<file path="src/hdl/ecd_pkg.sv">
`timescale 1ns / 1ps
// ----------------------------------------------------------------------------
// ecd_pkg
// Shared types and codes of the elevator car dispatch unit.
// ----------------------------------------------------------------------------
package ecd_pkg;

    localparam int ECD_FLOORS      = 16;
    localparam int ECD_QUEUE_DEPTH = 4;
    localparam int ECD_FLOOR_W     = 4;
    localparam int ECD_MODE_W      = 3;
    localparam int ECD_ACTION_W    = 3;
    localparam int ECD_SLOTS       = 7;
    localparam int ECD_SLOT_W      = 3;

    // event kinds
    localparam logic [ECD_MODE_W-1:0] MODE_FLOOR       = 3'd0;
    localparam logic [ECD_MODE_W-1:0] MODE_DOOR_OPENED = 3'd1;
    localparam logic [ECD_MODE_W-1:0] MODE_DOOR_CLOSED = 3'd2;
    localparam logic [ECD_MODE_W-1:0] MODE_HALL_CALL   = 3'd3;
    localparam logic [ECD_MODE_W-1:0] MODE_CAR_CALL    = 3'd4;

    // command codes
    localparam logic [ECD_ACTION_W-1:0] ACT_STOP     = 3'd0;
    localparam logic [ECD_ACTION_W-1:0] ACT_OPEN     = 3'd1;
    localparam logic [ECD_ACTION_W-1:0] ACT_CLOSE    = 3'd2;
    localparam logic [ECD_ACTION_W-1:0] ACT_UP       = 3'd3;
    localparam logic [ECD_ACTION_W-1:0] ACT_DOWN     = 3'd4;
    localparam logic [ECD_ACTION_W-1:0] ACT_LAMP_ON  = 3'd5;
    localparam logic [ECD_ACTION_W-1:0] ACT_LAMP_OFF = 3'd6;

    // command slots of one event, in the order they go out
    localparam logic [ECD_SLOT_W-1:0] SLOT_STOP         = 3'd0;
    localparam logic [ECD_SLOT_W-1:0] SLOT_OPEN         = 3'd1;
    localparam logic [ECD_SLOT_W-1:0] SLOT_CLOSE        = 3'd2;
    localparam logic [ECD_SLOT_W-1:0] SLOT_LAMP_OFF_CUR = 3'd3;
    localparam logic [ECD_SLOT_W-1:0] SLOT_LAMP_ON_CALL = 3'd4;
    localparam logic [ECD_SLOT_W-1:0] SLOT_LAMP_OFF_CALL = 3'd5;
    localparam logic [ECD_SLOT_W-1:0] SLOT_MOVE         = 3'd6;

    typedef enum logic [1:0] {
        DIR_NONE = 2'd0,
        DIR_UP   = 2'd1,
        DIR_DOWN = 2'd2
    } t_dir;

    // all commands caused by one event
    typedef struct packed {
        logic [ECD_SLOTS-1:0]   mask;
        logic                   move_down;
        logic [ECD_FLOOR_W-1:0] cur_floor;
        logic [ECD_FLOOR_W-1:0] call_floor;
    } t_bundle;

    typedef struct packed {
        logic    valid;
        t_bundle data;
    } t_push;

    typedef struct packed {
        logic    valid;
        t_bundle data;
    } t_head;

endpackage

</file>
<file path="src/hdl/ecd_front.sv">
`timescale 1ns / 1ps
// ----------------------------------------------------------------------------
// ecd_front
// Takes events, updates the car state and builds the command bundle.
// ----------------------------------------------------------------------------
module ecd_front import ecd_pkg::*; #(
    parameter int FLOORS = ECD_FLOORS
) (
    input  logic                   i_clk,
    input  logic                   i_rst_n,
    input  logic                   i_ev_valid,
    output logic                   o_ev_ready,
    input  logic [ECD_MODE_W-1:0]  i_mode,
    input  logic [ECD_FLOOR_W-1:0] i_floor,
    input  logic                   i_up_dir,
    input  logic                   i_cfg_valid,
    input  logic                   i_cfg_data,
    input  logic                   i_q_full,
    output t_push                  o_push
);

    localparam int IDX_W = (FLOORS > 1) ? $clog2(FLOORS) : 1;
    localparam logic [IDX_W-1:0] TOP_IDX = IDX_W'(FLOORS - 1);

    logic [FLOORS-1:0]      r_pend, n_pend;
    t_dir                   r_dir [FLOORS];
    t_dir                   n_dir [FLOORS];
    t_dir                   r_motion, n_motion;
    logic                   r_door, n_door;
    logic [ECD_FLOOR_W-1:0] r_cur, n_cur;
    logic                   r_lamp_en;

    logic                   accept;
    logic                   fl_ok;
    logic [IDX_W-1:0]       ci;
    logic [IDX_W-1:0]       fi;
    logic [FLOORS-1:0]      cur_oh;
    logic [FLOORS-1:0]      below_mask;
    logic                   only;
    logic                   stop;
    logic                   go_up;
    logic                   go_down;
    t_dir                   motion_mid;
    logic [ECD_SLOTS-1:0]   mask;

    // no event is taken while reset is held
    assign o_ev_ready = i_rst_n && !i_q_full;
    assign accept     = i_ev_valid && o_ev_ready;

    always_comb begin
        fl_ok = (32'(i_floor) < FLOORS);
        n_cur = (i_mode == MODE_FLOOR && fl_ok) ? i_floor : r_cur;
        ci    = IDX_W'(n_cur);
        fi    = IDX_W'(i_floor);
        cur_oh     = FLOORS'(1) << ci;
        below_mask = cur_oh - FLOORS'(1);

        n_pend   = r_pend;
        n_dir    = r_dir;
        n_motion = r_motion;
        n_door   = r_door;
        mask     = '0;

        // stop check on the state before this event
        only = (ci == '0) || (ci == TOP_IDX) || !(|(r_pend & ~cur_oh));
        stop = (r_pend[ci] && r_dir[ci] == r_motion) || only;
        if (stop) begin
            mask[SLOT_STOP]         = 1'b1;
            mask[SLOT_OPEN]         = r_door;
            mask[SLOT_CLOSE]        = r_door;
            mask[SLOT_LAMP_OFF_CUR] = r_lamp_en;
            n_motion  = DIR_NONE;
            n_pend[ci] = 1'b0;
            n_dir[ci]  = DIR_NONE;
            n_door     = !r_door;
        end

        case (i_mode)
            MODE_DOOR_OPENED: begin
                n_door = 1'b0;
            end
            MODE_DOOR_CLOSED: begin
                n_door = 1'b1;
            end
            MODE_HALL_CALL: begin
                if (fl_ok) begin
                    n_pend[fi] = 1'b1;
                    n_dir[fi]  = i_up_dir ? DIR_UP : DIR_DOWN;
                end
            end
            MODE_CAR_CALL: begin
                if (fl_ok) begin
                    mask[SLOT_LAMP_ON_CALL] = r_lamp_en;
                    n_pend[fi] = 1'b1;
                    if (n_cur > i_floor) begin
                        n_dir[fi] = DIR_DOWN;
                    end else if (n_cur < i_floor) begin
                        n_dir[fi] = DIR_UP;
                    end else begin
                        // call at the floor the car stands on
                        mask[SLOT_LAMP_OFF_CALL] = r_lamp_en;
                        n_pend[fi] = 1'b0;
                    end
                end
            end
            default: begin
            end
        endcase

        motion_mid = n_motion;
        go_up   = (motion_mid != DIR_DOWN) && (|(n_pend & ~below_mask));
        if (go_up) begin
            n_motion = DIR_UP;
        end
        go_down = (n_motion != DIR_UP) && (|(n_pend & below_mask));
        if (go_down) begin
            n_motion = DIR_DOWN;
        end
        mask[SLOT_MOVE] = go_up || go_down;

        o_push.valid           = accept && (|mask);
        o_push.data.mask       = mask;
        o_push.data.move_down  = go_down;
        o_push.data.cur_floor  = n_cur;
        o_push.data.call_floor = i_floor;
    end

    always_ff @(posedge i_clk) begin
        if (!i_rst_n) begin
            r_pend    <= '0;
            r_motion  <= DIR_NONE;
            r_door    <= 1'b0;
            r_cur     <= '0;
            r_lamp_en <= 1'b1;
            for (int k = 0; k < FLOORS; k++) begin
                r_dir[k] <= DIR_NONE;
            end
        end else begin
            if (i_cfg_valid) begin
                r_lamp_en <= i_cfg_data;
            end
            if (accept) begin
                r_pend   <= n_pend;
                r_dir    <= n_dir;
                r_motion <= n_motion;
                r_door   <= n_door;
                r_cur    <= n_cur;
            end
        end
    end

endmodule

</file>
<file path="src/hdl/ecd_queue.sv">
`timescale 1ns / 1ps
// ----------------------------------------------------------------------------
// ecd_queue
// Short first-in first-out queue of command bundles.
// ----------------------------------------------------------------------------
module ecd_queue import ecd_pkg::*; #(
    parameter int DEPTH = ECD_QUEUE_DEPTH
) (
    input  logic  i_clk,
    input  logic  i_rst_n,
    input  t_push i_push,
    input  logic  i_pop,
    output logic  o_full,
    output t_head o_head
);

    localparam int PTR_W = (DEPTH > 1) ? $clog2(DEPTH) : 1;
    localparam int CNT_W = $clog2(DEPTH + 1);
    localparam logic [PTR_W-1:0] LAST_PTR = PTR_W'(DEPTH - 1);
    localparam logic [CNT_W-1:0] FULL_CNT = CNT_W'(DEPTH);

    t_bundle          r_mem [DEPTH];
    logic [PTR_W-1:0] r_wr, n_wr;
    logic [PTR_W-1:0] r_rd, n_rd;
    logic [CNT_W-1:0] r_cnt, n_cnt;
    logic             do_push;
    logic             do_pop;

    assign o_full      = (r_cnt == FULL_CNT);
    assign o_head.valid = (r_cnt != '0);
    assign o_head.data  = r_mem[r_rd];

    always_comb begin
        do_push = i_push.valid && !o_full;
        do_pop  = i_pop && o_head.valid;
        n_wr    = r_wr;
        n_rd    = r_rd;
        n_cnt   = r_cnt;
        if (do_push) begin
            n_wr = (r_wr == LAST_PTR) ? '0 : r_wr + PTR_W'(1);
        end
        if (do_pop) begin
            n_rd = (r_rd == LAST_PTR) ? '0 : r_rd + PTR_W'(1);
        end
        if (do_push && !do_pop) begin
            n_cnt = r_cnt + CNT_W'(1);
        end else if (do_pop && !do_push) begin
            n_cnt = r_cnt - CNT_W'(1);
        end
    end

    always_ff @(posedge i_clk) begin
        if (!i_rst_n) begin
            r_wr  <= '0;
            r_rd  <= '0;
            r_cnt <= '0;
        end else begin
            r_wr  <= n_wr;
            r_rd  <= n_rd;
            r_cnt <= n_cnt;
        end
    end

    always_ff @(posedge i_clk) begin
        if (do_push) begin
            r_mem[r_wr] <= i_push.data;
        end
    end

endmodule

</file>
<file path="src/hdl/ecd_back.sv">
`timescale 1ns / 1ps
// ----------------------------------------------------------------------------
// ecd_back
// Sends out the commands of each bundle one word a cycle while i_ready is high.
// ----------------------------------------------------------------------------
module ecd_back import ecd_pkg::*; (
    input  logic                    i_clk,
    input  logic                    i_rst_n,
    input  t_head                   i_head,
    output logic                    o_pop,
    output logic                    o_valid,
    input  logic                    i_ready,
    output logic [ECD_ACTION_W-1:0] o_action,
    output logic [ECD_FLOOR_W-1:0]  o_lamp_floor,
    output logic                    o_last
);

    logic                   r_busy, n_busy;
    t_bundle                r_bun, n_bun;
    logic [ECD_SLOT_W-1:0]  sel;
    logic [ECD_SLOTS-1:0]   low_bit;
    logic                   advance;
    logic                   load;

    always_comb begin
        sel = SLOT_STOP;
        for (int k = ECD_SLOTS - 1; k >= 0; k--) begin
            if (r_bun.mask[k]) begin
                sel = ECD_SLOT_W'(k);
            end
        end
        low_bit = r_bun.mask & (~r_bun.mask + ECD_SLOTS'(1));
    end

    always_comb begin
        o_lamp_floor = '0;
        case (sel)
            SLOT_STOP: begin
                o_action = ACT_STOP;
            end
            SLOT_OPEN: begin
                o_action = ACT_OPEN;
            end
            SLOT_CLOSE: begin
                o_action = ACT_CLOSE;
            end
            SLOT_LAMP_OFF_CUR: begin
                o_action     = ACT_LAMP_OFF;
                o_lamp_floor = r_bun.cur_floor;
            end
            SLOT_LAMP_ON_CALL: begin
                o_action     = ACT_LAMP_ON;
                o_lamp_floor = r_bun.call_floor;
            end
            SLOT_LAMP_OFF_CALL: begin
                o_action     = ACT_LAMP_OFF;
                o_lamp_floor = r_bun.call_floor;
            end
            SLOT_MOVE: begin
                o_action = r_bun.move_down ? ACT_DOWN : ACT_UP;
            end
            default: begin
                o_action = ACT_STOP;
            end
        endcase
    end

    assign o_valid = r_busy;
    assign o_last  = (r_bun.mask & ~low_bit) == '0;
    assign advance = r_busy && i_ready;
    // next bundle comes in as the final word of this one leaves
    assign load    = !r_busy || (advance && o_last);
    assign o_pop   = load && i_head.valid;

    always_comb begin
        n_busy = r_busy;
        n_bun  = r_bun;
        if (load) begin
            n_busy = i_head.valid;
            n_bun  = i_head.data;
        end else if (advance) begin
            n_bun.mask = r_bun.mask & ~low_bit;
        end
    end

    always_ff @(posedge i_clk) begin
        if (!i_rst_n) begin
            r_busy <= 1'b0;
        end else begin
            r_busy <= n_busy;
        end
    end

    always_ff @(posedge i_clk) begin
        r_bun <= n_bun;
    end

endmodule

</file>
<file path="src/hdl/elevator_car_dispatch_unit.sv">
`timescale 1ns / 1ps
// ----------------------------------------------------------------------------
// elevator_car_dispatch_unit
// Dispatch controller for one elevator car: events in, car commands out.
// ----------------------------------------------------------------------------
//  channel    dir  word
//  s_axis     in   event: floor, up_dir in tdata; mode in tuser
//  m_axis     out  command: lamp_floor in tdata; action in tuser; tlast on final
//  cfg        in   lamp_enable
//
//  an event is taken whenever the bundle queue has room and reset is released;
//  its state update is complete at the edge that takes it. the back end sends
//  one command word a cycle while m_axis is ready; an event yields 0..7 words.
//  a stall on m_axis fills the queue before s_axis is held off.
//  synchronous reset clears the car state at once; no clearing pass.
// ----------------------------------------------------------------------------
module elevator_car_dispatch_unit import ecd_pkg::*; #(
    parameter int FLOORS      = ECD_FLOORS,
    parameter int QUEUE_DEPTH = ECD_QUEUE_DEPTH
) (
    input  logic                    i_clk,
    input  logic                    i_rst_n,
    input  logic                    i_s_axis_tvalid,
    output logic                    o_s_axis_tready,
    input  logic [7:0]              i_s_axis_tdata,   // floor[3:0], up_dir[4], zero[7:5]
    input  logic [ECD_MODE_W-1:0]   i_s_axis_tuser,   // mode[2:0]
    output logic                    o_m_axis_tvalid,
    input  logic                    i_m_axis_tready,
    output logic [7:0]              o_m_axis_tdata,   // lamp_floor[3:0], zero[7:4]
    output logic [ECD_ACTION_W-1:0] o_m_axis_tuser,   // action[2:0]
    output logic                    o_m_axis_tlast,
    input  logic                    i_cfg_valid,
    output logic                    o_cfg_ready,
    input  logic                    i_cfg_data        // lamp_enable
);

    t_push                   push;
    t_head                   head;
    logic                    q_full;
    logic                    pop;
    logic [ECD_FLOOR_W-1:0]  lamp_floor;

    assign o_cfg_ready = i_rst_n;

    ecd_front #(
        .FLOORS (FLOORS)
    ) u_front (
        .i_clk       (i_clk),
        .i_rst_n     (i_rst_n),
        .i_ev_valid  (i_s_axis_tvalid),
        .o_ev_ready  (o_s_axis_tready),
        .i_mode      (i_s_axis_tuser),
        .i_floor     (i_s_axis_tdata[3:0]),
        .i_up_dir    (i_s_axis_tdata[4]),
        .i_cfg_valid (i_cfg_valid),
        .i_cfg_data  (i_cfg_data),
        .i_q_full    (q_full),
        .o_push      (push)
    );

    ecd_queue #(
        .DEPTH (QUEUE_DEPTH)
    ) u_queue (
        .i_clk   (i_clk),
        .i_rst_n (i_rst_n),
        .i_push  (push),
        .i_pop   (pop),
        .o_full  (q_full),
        .o_head  (head)
    );

    ecd_back u_back (
        .i_clk        (i_clk),
        .i_rst_n      (i_rst_n),
        .i_head       (head),
        .o_pop        (pop),
        .o_valid      (o_m_axis_tvalid),
        .i_ready      (i_m_axis_tready),
        .o_action     (o_m_axis_tuser),
        .o_lamp_floor (lamp_floor),
        .o_last       (o_m_axis_tlast)
    );

    assign o_m_axis_tdata = {4'b0000, lamp_floor};

endmodule
</file>
<file path="config.mk">
export PLATFORM = sky130hd
export DESIGN_NAME = elevator_car_dispatch_unit
export DESIGN_NICKNAME = d
export VERILOG_FILES = /design/src/hdl/ecd_pkg.sv /design/src/hdl/ecd_front.sv /design/src/hdl/ecd_queue.sv /design/src/hdl/ecd_back.sv /design/src/hdl/elevator_car_dispatch_unit.sv
export SDC_FILE = /design/constraint.sdc
export NUM_CORES = 1
export LEC_CHECK = 0
export BUFFER_PORTS_ARGS = -buffer_cell sky130_fd_sc_hd__buf_2
export CAP_MARGIN = 20
export CORE_MARGIN = 4
export CORE_UTILIZATION = 57
export DETAILED_ROUTE_END_ITERATION = 12
export MAX_ROUTING_LAYER = met4
export PLACE_DENSITY_LB_ADDON = 0.3
export SKIP_CTS_REPAIR_TIMING = 1
export SYNTH_ARGS = -nofsm -noshare
export SYNTH_HDL_FRONTEND = slang
export SYNTH_HIERARCHICAL = 1
export SYNTH_SLANG_ARGS = --single-unit
</file>
<file path="constraint.sdc">
create_clock -name i_clk -period 5.9 [get_ports i_clk]
set_input_delay 1.18 -clock i_clk [delete_from_list [all_inputs] [get_ports i_clk]]
set_output_delay 1.18 -clock i_clk [all_outputs]
set_load 0.05 [all_outputs]
</file>
; ---- Word level (Yosys, flattened, before mapping)
; Memories as Yosys holds them, arrays and structs flattened. A register that Yosys moved wholly into a read port is not among the register bits.
; Cells that the tools add are included.
[totals]
out_inout_bits = 15
regBits = 80
mem_count = 1
mem_bits_rw = 64
elab_cells = 183
[classes]
n_eq_ne = 17
shift = 1
n_reduce_logical = 42
add_sub_neg = 6
mux = 53
order_cmp = 10
n_bitwise = 24
[mem_list]
columns = name, depth, width, read_ports, rd_ports_with_merged_regs, write_ports, line
row1 = u_queue.r_mem, 4, 16, 1, 1, 1, ecd_queue.sv:22  ; t_bundle r_mem [DEPTH];
[op_table]
columns = op, count
row1 = 16-bit bitwise AND, 7
row2 = 32-bit two-way mux, 3
row3 = 16-bit inverter, 6
row4 = 32-bit one-hot mux with 2 select lines, 1
row5 = 16-bit two-way mux, 3
row6 = 16-bit OR, 3
row7 = 16-bit OR reduction, 3
row8 = 32-bit bitwise AND, 1
row9 = 32-bit bitwise mux, 1
row10 = 32-bit inverter, 1
row11 = 16-bit one-hot mux with 2 select lines, 1
row12 = 3-bit two-way mux, 10
row13 = 2-bit two-way mux, 13
row14 = 1-bit logical AND, 17
row15 = 2-bit demux with 4-bit select, 2
row16 = 1-bit by 4-bit left shift with 16-bit output (first input constant), 1
row17 = 16-bit by 1-bit subtractor with 16-bit output (second input constant), 1
row18 = 3-bit == test (second input constant), 5
row19 = 3-bit one-hot mux with 5 select lines, 1
row20 = 7-bit bitwise AND, 2
row21 = 7-bit two-way mux, 2
row22 = 7-bit inverter, 2
row23 = 3-bit by 2-bit == test with 1-bit output (second input constant), 4
row24 = 5-bit greater-or-equal comparator (second input constant), 2
row25 = 33 further kinds, 61

; ---- Longest topological paths before layout
; Gate-level depths: netlist of run 1.
[depth]
ltp_word = 29
depth_mapped = 25
depth_no_buf = 21

; ---- Modules after synthesis
; The synthesis of run 1 kept the hierarchy.
[by_module_without_submodules]
columns = module, cells_per_inst, seq_area_each_um2, n_inst, area_each_um2
row1 = ecd_front, 833, 1121.1, 1, 6272.3
row2 = ecd_queue, 135, 2102.0, 1, 2829.0
row3 = ecd_back, 76, 500.5, 1, 912.1
row4 = elevator_car_dispatch_unit, 6, 0.0, 1, 41.3

; ---- Worst setup path after synthesis of run 1
; No wires, ideal clock.
[synth_path]
path_kind = input to register
start = in i_s_axis_tuser[1]
end = reg u_queue.r_cnt[2]
arrival_time_ns = 5.988
setup_ns = 0.076
path_stages = 24
required_time_ns = 5.824
slack_ns = -0.163
path_cell_list = buf_2 -> or4b_2 -> and2_1 -> buf_2 -> inv_2 -> ha_1 -> and3_1 -> o211ai_1 -> clkbuf_1 -> o22ai_1 -> o22ai_1 -> a21oi_1 -> o2111ai_1 -> a311oi_1 -> a31o_2 -> a31oi_1 -> nor2b_1 -> buf_2 -> ha_1 -> inv_1 -> fa_1 -> xor2_1 -> or3_2 -> a21boi_0
[synth_lines]
columns = item, line
row1 = from (decl), elevator_car_dispatch_unit.sv:26  ; input logic [ECD_MODE_W-1:0] i_s_axis_tuser,
row2 = to (signal assigned), ecd_queue.sv:60  ; r_cnt <= n_cnt;
row3 = to (decl), ecd_queue.sv:25  ; logic [CNT_W-1:0] r_cnt, n_cnt;

==> flow_summary.ini, run 1 <==
[status]
status = completed

[clocking]
clkTransAtPathRegs_ns = 0.07
clkSinkCount = 146
htreeDepth = 4
numCtsBuffers = 17
insertion_delay_ns = 0.44
tritoncts = yes
root_buffer = clkbuf_16
clock_path_buffers = 2

[timing]
period_minus_slack_ns = 5.79
worstMarginPinSlew_ns = 1.04
setup_viol = 0
finClkSkew_ns = 0.0202
slew_viol_final = 0
relSlewSlack_pct = 30.3
holdWs_ns = 0.491
max_freq_mhz = 173
hold_violations = 0
finalCritPeriodShare_pct = 98.1

[routing]
drt_iter0_drc = 1446
via_per_inst = 7.13
wirelength_um = 37800
drc = 0
ant_nets = 0
via_count = 10000
wire_per_inst_um = 26.9
detail_route.first_pass.iterations = 6

[floorplanning]
rows = 48
core_um2 = 17300
initial_core_util_pct = 58.1
die-width_um = 141
die_area_um2 = 19800
pin_count = 32
die_h_um = 141

[synthesis]
yosysUniqueCellTypes = 103
syn_avg_cell_area_um2 = 9.58
async_flop_share_pct = 0
ys_ff_latch = 146
yosysSeqAreaShare_pct = 37.0
synth_top_area_share_pct = 23.9
synthFlopType = edfxtp_1
synthTopCellsByArea = edfxtp_1 24%, dfxtp_1 13%, mux4_2 5.8%, o21ai_0 4.1%, a21oi_1 3.7%
syn-instance-count = 1050
synth_edf_count = 80
syn_area_um2 = 10100
yosysTopAreaCell = edfxtp_1
yosysWarnings = 6

[worst_setup_path]
crit_required_ns = 6.26
critPathLaunchType = input pin
crit_family = simple AND/OR/NAND/NOR gates
cp_slowest_cell = or4b_4
crit_buf_inv = 6
reg2reg_to = u_queue/r_cnt[2]
critPathKind = in2reg
rrSetupSlack_ns = 0.75
cp.depth = 25
cp.arrival_ns = 6.15
setup.worst_path.start = i_s_axis_tuser[0]
slowest_delay_ns = 0.57
r2r_cells = 19
crit_top_cell = buf_4
crit_end = u_queue/r_cnt[2]
cp_max_fo = 7
r2r_start = u_front/r_cur[1]
endpoint_kind = register

[placement]
port_buffers = 24
dp_hpwl_um = 26600
post_dp_cell_area_um2 = 11300
gp_congestion = 1.06

[worst_hold_path]
worstHoldPathType = reg2reg
worstHoldPathCells = 2

[cells_and_area]
final_cell_mix = 163 x buf_4, 81 x o21ai_0, 80 x edfxtp_1, 74 x a21oi_1, 73 x nand2_1
layout.nets = 1195
drive_gt1_share_pct = 26.9
fin_area_um2 = 12000
multi_input_area_um2 = 5700
regArea_um2 = 3720
mostFrequentLayoutCell = buf_4
nFillCells = 1348
syn_to_final_growth_pct = 19.5

[grt]
grt_max_degree = 54
gr-total-overflow = 0
antenna_found_initial = 0
grt_pass1_vias = 9630
grtUsageTotal_pct = 38.8
grt_pass1_wl_um = 57200

[power]
p_leak_nw = 4.45
ir_drop_uv = 381
p_per_area_nw_per_um2 = 298

[run]
max_cap_viol_count = 0
-- stage by stage --
step	cells	utilization [%]	power, mW	worst slack, ns	setup TNS [ns]
floorplan	1053	-	2.10	0.0366	0
global placement	1369	65.4	2.37	-0.276	-0.349
detailed placement	1369	65.4	2.42	-0.361	-0.556
CTS	1401	68.9	3.54	0.0296	0
global route	1405	69.4	3.71	-0.0164	-0.0164
finish	1406	69.5	3.58	0.111	0
-- cell usage after synthesis (11+ instances only) --
master / n
o21ai_0: 83
edfxtp_1: 80
a21oi_1: 74
nand2_1: 73
dfxtp_1: 66
nor2_1: 64
clkbuf_1: 50
inv_1: 35
nand3_1: 32
mux2i_1: 30
mux4_2: 26
o22ai_1: 23
buf_2: 20
o31ai_1: 19
a31oi_1: 17
and2_1: 17
nor3_1: 17
buf_4: 15
o21ai_1: 12
a22oi_1: 11
buf_6: 11
nand2b_1: 11
-- power breakdown --
part / internal [mW] / switching [mW] / leakage (nW) / total, mW
clock network: 0.627 / 0.501 / 0.298 / 1.13
logic: 0.439 / 0.650 / 2.87 / 1.09
registers: 1.23 / 0.138 / 1.29 / 1.37
total: 2.29 / 1.29 / 4.45 / 3.58
-- flip-flops by register name, summed over array words and instances, names as in the netlist, named ones only --
name / cells
u_front/r_pend: 16
u_back/r_bun: 16
u_queue/r_mem: 64
u_front/r_door: 1
u_back/o_valid: 1
u_queue/r_rd: 2
u_queue/r_wr: 2
u_front/r_lamp_en: 1
u_front/r_cur: 4
u_front/r_motion: 2
u_front/r_dir: 32
u_queue/r_cnt: 3
-- worst register-to-register path, stage by stage, from the launching register on --
cell	delay, ns
dfxtp_1	0.68
buf_12	0.24
mux4_2	0.52
mux2i_1	0.17
mux2i_1	0.12
xnor2_1	0.16
and3_4	0.19
a2111oi_4	0.36
and2_1	0.27
inv_4	0.05
o211ai_1	0.38
o31ai_2	0.14
a31oi_1	0.25
nor2b_4	0.19
ha_2	0.18
inv_1	0.05
fa_1	0.38
xor2_1	0.17
or3_2	0.40
a21boi_0	0.17
-- per-layer routing --
metal,track usage [%],vias to the layer above,routed length (um)
li1,-,4305,-
met1,47.6,4762,13900
met2,60.6,766,17400
met3,7.94,187,4150
met4,20.6,0,2430
met5,-,-,0
-- layout make-up --
| cell class | instances | area share, % |
|---|---|---|
| Clock inverter | 14 | 1.30 |
| Clock buffer | 18 | 3.75 |
| Antenna cell | 1 | 0.0208 |
| Sequential cell | 146 | 31.0 |
| Inverter | 39 | 1.26 |
| Multi-Input combinational cell | 766 | 47.4 |
| Timing Repair Buffer | 197 | 12.9 |
| Tap cell | 225 | 2.34 |
-- worst min path at each step --
stage,from,to,slack [ns]
after global placement,u_front/r_dir[9],u_front/r_dir[9],0.46
after global routing,u_front/r_dir[9],u_front/r_dir[9],0.51
after CTS,u_front/r_dir[9],u_front/r_dir[9],0.48
after floorplan,u_front/r_dir[9],u_front/r_dir[9],0.43
after detailed placement,u_front/r_dir[9],u_front/r_dir[9],0.47
final,u_front/r_dir[9],u_front/r_dir[9],0.49
-- logic make-up after synthesis --
group	count (synthesis)	share of synthesized area (%)
flip-flops	146	37.0
other	1	0.0373
multiplexers	76	12.1
AND/OR/NAND/NOR	298	16.3
AO/OA/AOI/OAI	366	25.0
adder cells (fa/ha/maj)	12	1.54
XOR/XNOR	10	0.871
buffers and inverters	141	7.08
Note: power is estimated with default switching activity, not from simulation.
==> run 2, diff against run 1 <==
--- a/config.mk
+++ b/config.mk
@@ -5,6 +5,7 @@
 export SDC_FILE = /design/constraint.sdc
 export NUM_CORES = 1
 export LEC_CHECK = 0
+export ABC_AREA = 1
 export BUFFER_PORTS_ARGS = -buffer_cell sky130_fd_sc_hd__buf_2
 export CAP_MARGIN = 20
 export CORE_MARGIN = 4
==> flow_summary.ini, run 2 <==
[status]
status = completed

[floorplanning]
initial_core_util_pct = 58.2
rows = 46
core_um2 = 15900
die_h_um = 135
pin_count = 32
die-width_um = 135
die_area_um2 = 18300

[timing]
holdWs_ns = 0.454
hold_violations = 0
period_minus_slack_ns = 5.52
relSlewSlack_pct = 37.8
finClkSkew_ns = 0.0128
worstMarginPinSlew_ns = 0.933
finalCritPeriodShare_pct = 93.6
max_freq_mhz = 181
slew_viol_final = 0
setup_viol = 0

[cells_and_area]
syn_to_final_growth_pct = 12.2
largest_reg_flops = 64
final_cell_mix = 330 x nand2_1, 176 x inv_1, 156 x nor2_1, 82 x o21ai_0, 80 x edfxtp_1
regArea_um2 = 3720
regMostFlops = u_queue/r_mem
mostFrequentLayoutCell = nand2_1
drive_gt1_share_pct = 11.5
layout.nets = 1367
diodes = 0
nFillCells = 1411
multi_input_area_um2 = 4530
reg_top3 = u_queue/r_mem: 64 flops, u_front/r_dir: 32 flops

[grt]
grt_max_degree = 46
grt_pass1_vias = 8127
gr-total-overflow = 0
grt_pass1_wl_um = 42000
grtUsageTotal_pct = 30.6
antenna_found_initial = 0

[synthesis]
synth_top_area_share_pct = 26.0
syn_area_um2 = 9250
synthTopCellsByCount = 330 x nand2_1, 176 x inv_1, 156 x nor2_1
yosysUniqueCellTypes = 52
async_flop_share_pct = 0
yosysTopAreaCell = edfxtp_1
synthTopCellsByArea = edfxtp_1 26%, dfxtp_1 14%, nand2_1 13%, inv_1 7.1%, nor2_1 6.3%
syn_avg_cell_area_um2 = 7.09
ys_ff_latch = 146
yosysSeqAreaShare_pct = 40.2
yosysWarnings = 6
synthFlopType = edfxtp_1
yosysMostFrequentCell = nand2_1
synth_edf_count = 80
syn-instance-count = 1305

[power]
power_mw = 3.87
p_leak_nw = 4.64
ir_drop_uv = 441
p_per_area_nw_per_um2 = 373

[worst_setup_path]
crit_required_ns = 6.22
crit_top_cell = nand2_1
critPathLaunchType = input pin
cp_max_fo = 13
cp.arrival_ns = 5.84
endpoint_kind = register
cp_slowest_cell = fa_1
critPathKind = in2reg
slowest_delay_ns = 0.38
crit_buf_inv = 10
crit_family = simple AND/OR/NAND/NOR gates

[clocking]
clock_path_buffers = 2
htreeDepth = 4
root_buffer = clkbuf_16
numCtsBuffers = 17
clkSinkCount = 146
tritoncts = yes
clkTransAtPathRegs_ns = 0.06
insertion_delay_ns = 0.43

[placement]
gp_congestion = 1.07
port_buffers = 24
dp_hpwl_um = 18500

[worst_hold_path]
worstHoldPathType = reg2reg

[routing]
wirelength_um = 27700
via_per_inst = 5.81
drt_iter0_drc = 898
drc = 0
ant_nets = 0
via_count = 9105
detail_route.first_pass.iterations = 7
wire_per_inst_um = 17.7

[run]
max_cap_viol_count = 0
-- run 2: metal layers --
metal	GRT usage, %	vias up	routed length, um
li1	-	4396	-
met1	36.7	4139	10900
met2	50.0	467	13100
met3	5.57	103	2390
met4	14.9	0	1340
met5	-	-	0
-- run 2: worst min-delay path, stage by stage, from the launching register on --
cell     delay, ns
dfxtp_1       0.31
nand2_1       0.05
a21oi_1       0.05
-- run 2: path summary, 6_finish.rpt --
kind / start / endpoint / slack (ns) / cells after the start
min reg2reg: u_front/r_dir[25] / u_front/r_dir[25] / 0.45 / 2
min: u_front/r_dir[25] / u_front/r_dir[25] / 0.45 / 2
max: i_s_axis_tuser[0] / u_queue/r_cnt[2] / 0.38 / 40
max reg2reg: u_front/r_cur[1] / u_queue/r_cnt[2] / 1.27 / 39
-- run 2: report_power, final --
part           switching [mW]  leakage (nW)  internal, mW  total (mW)
clock                   0.469         0.313         0.688        1.16
sequential              0.108          1.29          1.26        1.37
combinational           0.951          3.03         0.395        1.35
total                    1.53          4.64          2.35        3.87
-- run 2: logic make-up (layout without fill, tap and decap cells) --
family	count (synthesis)	in the layout	share of synthesized area (%)
AOI/OAI and AO/OA	279	279	18.3
DFF	146	146	40.2
and+or+nand+nor	615	616	28.2
xor gates and xnor gates	3	3	0.284
adders and majority gates	11	11	1.57
buffers and inverters	250	293	11.3
other	1	4	0.0405
-- run 2: final cells by class --
type	count	area share (%)
Inverter	188	6.84
Clock inverter	15	2.00
Multi-Input combinational cell	913	43.6
Clock buffer	17	4.10
Timing Repair Buffer	73	4.94
Tap cell	216	2.60
Sequential cell	146	35.9
-- run 2: through the flow --
stage / instances / setup slack (ns) / area [um^2] / TNS [ns] / utilization (%)
after global routing: 1568 / -0.00118 / 10400 / -0.00118 / 65.3
after floorplan: 1308 / 0.682 / 9260 / 0 / -
final: 1568 / 0.380 / 10400 / 0 / 65.3
after detailed placement: 1535 / 0.0112 / 9710 / 0 / 61.1
after CTS: 1567 / 0.430 / 10300 / 0 / 65.1
after global placement: 1535 / 0.0388 / 9710 / 0 / 61.1
==> run 3, diff against run 2 <==
--- a/config.mk
+++ b/config.mk
@@ -16,5 +16,4 @@
 export SKIP_CTS_REPAIR_TIMING = 1
 export SYNTH_ARGS = -nofsm -noshare
 export SYNTH_HDL_FRONTEND = slang
-export SYNTH_HIERARCHICAL = 1
 export SYNTH_SLANG_ARGS = --single-unit
==> flow_summary.ini, run 3 <==
[synthesis]
synthTopCellsByArea = edfxtp_1 26%, dfxtp_1 15%, nand2_1 14%, o21ai_0 7.8%, nor2_1 7.0%
synth_mux_area_share_pct = 0
yosysWarnings = 0
syn_avg_cell_area_um2 = 6.94
yosysMostFrequentCell = nand2_1
ys_ff_latch = 142
yosysSeqAreaShare_pct = 40.6
yosysUniqueCellTypes = 47
syn_area_um2 = 8870
synthFlopType = edfxtp_1
synthSimpleGateAreaFrac_pct = 29.0
syn-instance-count = 1277
synth_compound_area_share_pct = 18.8
synth_edf_count = 76
synth-xor-area-share_pct = 0.494
yosysTopAreaCell = edfxtp_1
synth_top_area_share_pct = 25.7
synth_top_family_by_area = simple AND/OR/NAND/NOR gates
synth_fa_ha_area_share_pct = 1.64
synthTopCellsByCount = 329 x nand2_1, 165 x nor2_1, 153 x inv_1
async_flop_share_pct = 0

[grt]
gr-total-overflow = 0
antenna_found_initial = 0
grt_pass1_vias = 8076
grt_pass1_wl_um = 40500
grt_max_degree = 51
grtUsageTotal_pct = 29.4

[placement]
dp_hpwl_um = 17300
dp.cells = 1482
port_buffers = 24
post_dp_cell_area_um2 = 9320
gp_congestion = 1.03
place_ws_ns = 0.106

[timing]
period_minus_slack_ns = 5.42
finalCritPeriodShare_pct = 91.8
finClkSkew_ns = 0.00824
setup_viol = 0
worstMarginPinSlew_ns = 0.840
relSlewSlack_pct = 43.4
slew_viol_final = 0
fin_ws_ns = 0.484
max_freq_mhz = 185
rsz0062_at_grt = no
setup_tns_ns = 0
hold_violations = 0

[floorplanning]
pin_count = 32
rows = 45
die_h_um = 133
die-width_um = 133
core_um2 = 15200
initial_core_util_pct = 58.3
die_area_um2 = 17600

[routing]
wirelength_um = 25300
ant_nets = 0
via_per_inst = 5.82
detail_route.first_pass.iterations = 9
wire_per_inst_um = 16.7
via_count = 8808
drc = 0
drt_iter0_drc = 1076

[clocking]
insertion_delay_ns = 0.43
clkSinkCount = 142
numCtsBuffers = 17
root_buffer = clkbuf_16
clock_path_buffers = 2
clkTransAtPathRegs_ns = 0.06
tritoncts = yes
htreeDepth = 4

[power]
seqPwrFrac_pct = 37.1
ir_drop_uv = 218
switching_share_pct = 38.2
p_leak_nw = 4.26
p_per_area_nw_per_um2 = 352
intPower_mw = 2.15
clockPowerShare_pct = 30.3
share_comb_of_total_power_pct = 32.6
p_sw_mw = 1.33

[worst_setup_path]
crit_top_cell = nand2_1
crit_end = u_queue.r_cnt[1]
setup.worst_path.start = i_s_axis_tuser[1]
r2r_cells = 28
rrSetupSlack_ns = 1.46
cp.arrival_ns = 5.74
cp_max_fo = 21
crit_required_ns = 6.22
reg2reg_to = u_queue.r_cnt[1]
r2r_start = u_front.r_cur[2]
slowest_delay_ns = 0.42
endpoint_kind = register
cp_slowest_cell = fa_1
critPathKind = in2reg
critPathLaunchType = input pin

[cells_and_area]
fin_area_um2 = 9900
diodes = 0
mostFrequentLayoutCell = nand2_1
stdcell_count = 1514
syn_to_final_growth_pct = 11.7
reg_top3 = u_queue.r_mem: 60 flops, u_front.r_dir: 32 flops
layout.nets = 1341
final_cell_mix = 328 x nand2_1, 165 x nor2_1, 153 x inv_1, 138 x o21ai_0, 76 x edfxtp_1
largest_reg_flops = 60
drive_gt1_share_pct = 9.28
regMostFlops = u_queue.r_mem

[status]
status = completed

[run]
max_cap_viol_count = 0

[worst_hold_path]
worstHoldPathType = reg2reg
==> run 3: changes by cell type after synthesis, moves of 15 or more <==
cell	before	now
o221ai_1	15	0
a211oi_1	15	0
o21ai_0	82	138
o21ai_1	39	3
inv_1	176	153
a21oi_1	41	67
o22ai_1	37	16
==> run 3: worst min-delay path by stage <==
stage	startpoint	end	slack, ns	cells past startpoint
floorplan	u_front.r_cur[1]	u_front.r_cur[1]	0.44	2
global placement	u_front.r_dir[0]	u_front.r_dir[0]	0.45	2
detailed placement	u_front.r_dir[0]	u_front.r_dir[0]	0.46	2
CTS	u_front.r_dir[0]	u_front.r_dir[0]	0.47	2
global route	u_front.r_dir[26]	u_front.r_dir[26]	0.50	2
finish	u_front.r_dir[0]	u_front.r_dir[0]	0.47	2
==> run 3: layer usage <==
metal	routed length, um	GRT usage [%]	vias up
li1	-	-	4302
met1	10000	35.2	4016
met2	12100	48.4	397
met3	2130	5.32	93
met4	1010	13.7	0
met5	0	-	-
==> run 3: area by class of cell <==
cell class | instances | area, um^2
fill | 1365 | 5300
multi-input combinational | 927 | 4450
sequential | 142 | 3600
inverter | 160 | 601
timing repair buffer | 65 | 440
clock buffer | 18 | 429
tap | 188 | 235
clock inverter | 14 | 141
==> run 3: metrics by stage <==
step / hold WS, ns / total power [mW] / util (%)
final: 0.474 / 3.49 / 65.1
after global routing: 0.503 / 3.67 / 65.1
after CTS: 0.473 / 3.47 / 65.1
after detailed placement: 0.463 / 2.43 / 61.3
after global placement: 0.453 / 2.40 / 61.3
after floorplan: 0.444 / 2.13 / -
==> run 3: worst max-delay path, delay by kind of cell <==
family / cells / cell delay (ns)
simple gates: 20 / 3.12
compound gates: 5 / 0.57
buf+inv: 3 / 0.27
fa+ha+maj: 2 / 0.59
==> run 3: cells by family after synthesis <==
family                     Yosys count
buffers and inverters              211
DFF                                142
xor gates and xnor gates             5
adders and majority gates           11
other                                1
AOI/OAI and AO/OA                  287
and+or+nand+nor                    620
==> run 3: power groups by stage <==
stage	Sequential [mW]	Combinational [mW]	Clock, mW
finish	1.29	1.14	1.06
global route	1.31	1.26	1.11
CTS	1.29	1.12	1.06
detailed placement	1.31	1.11	0
global placement	1.31	1.09	0
floorplan	1.30	0.825	0
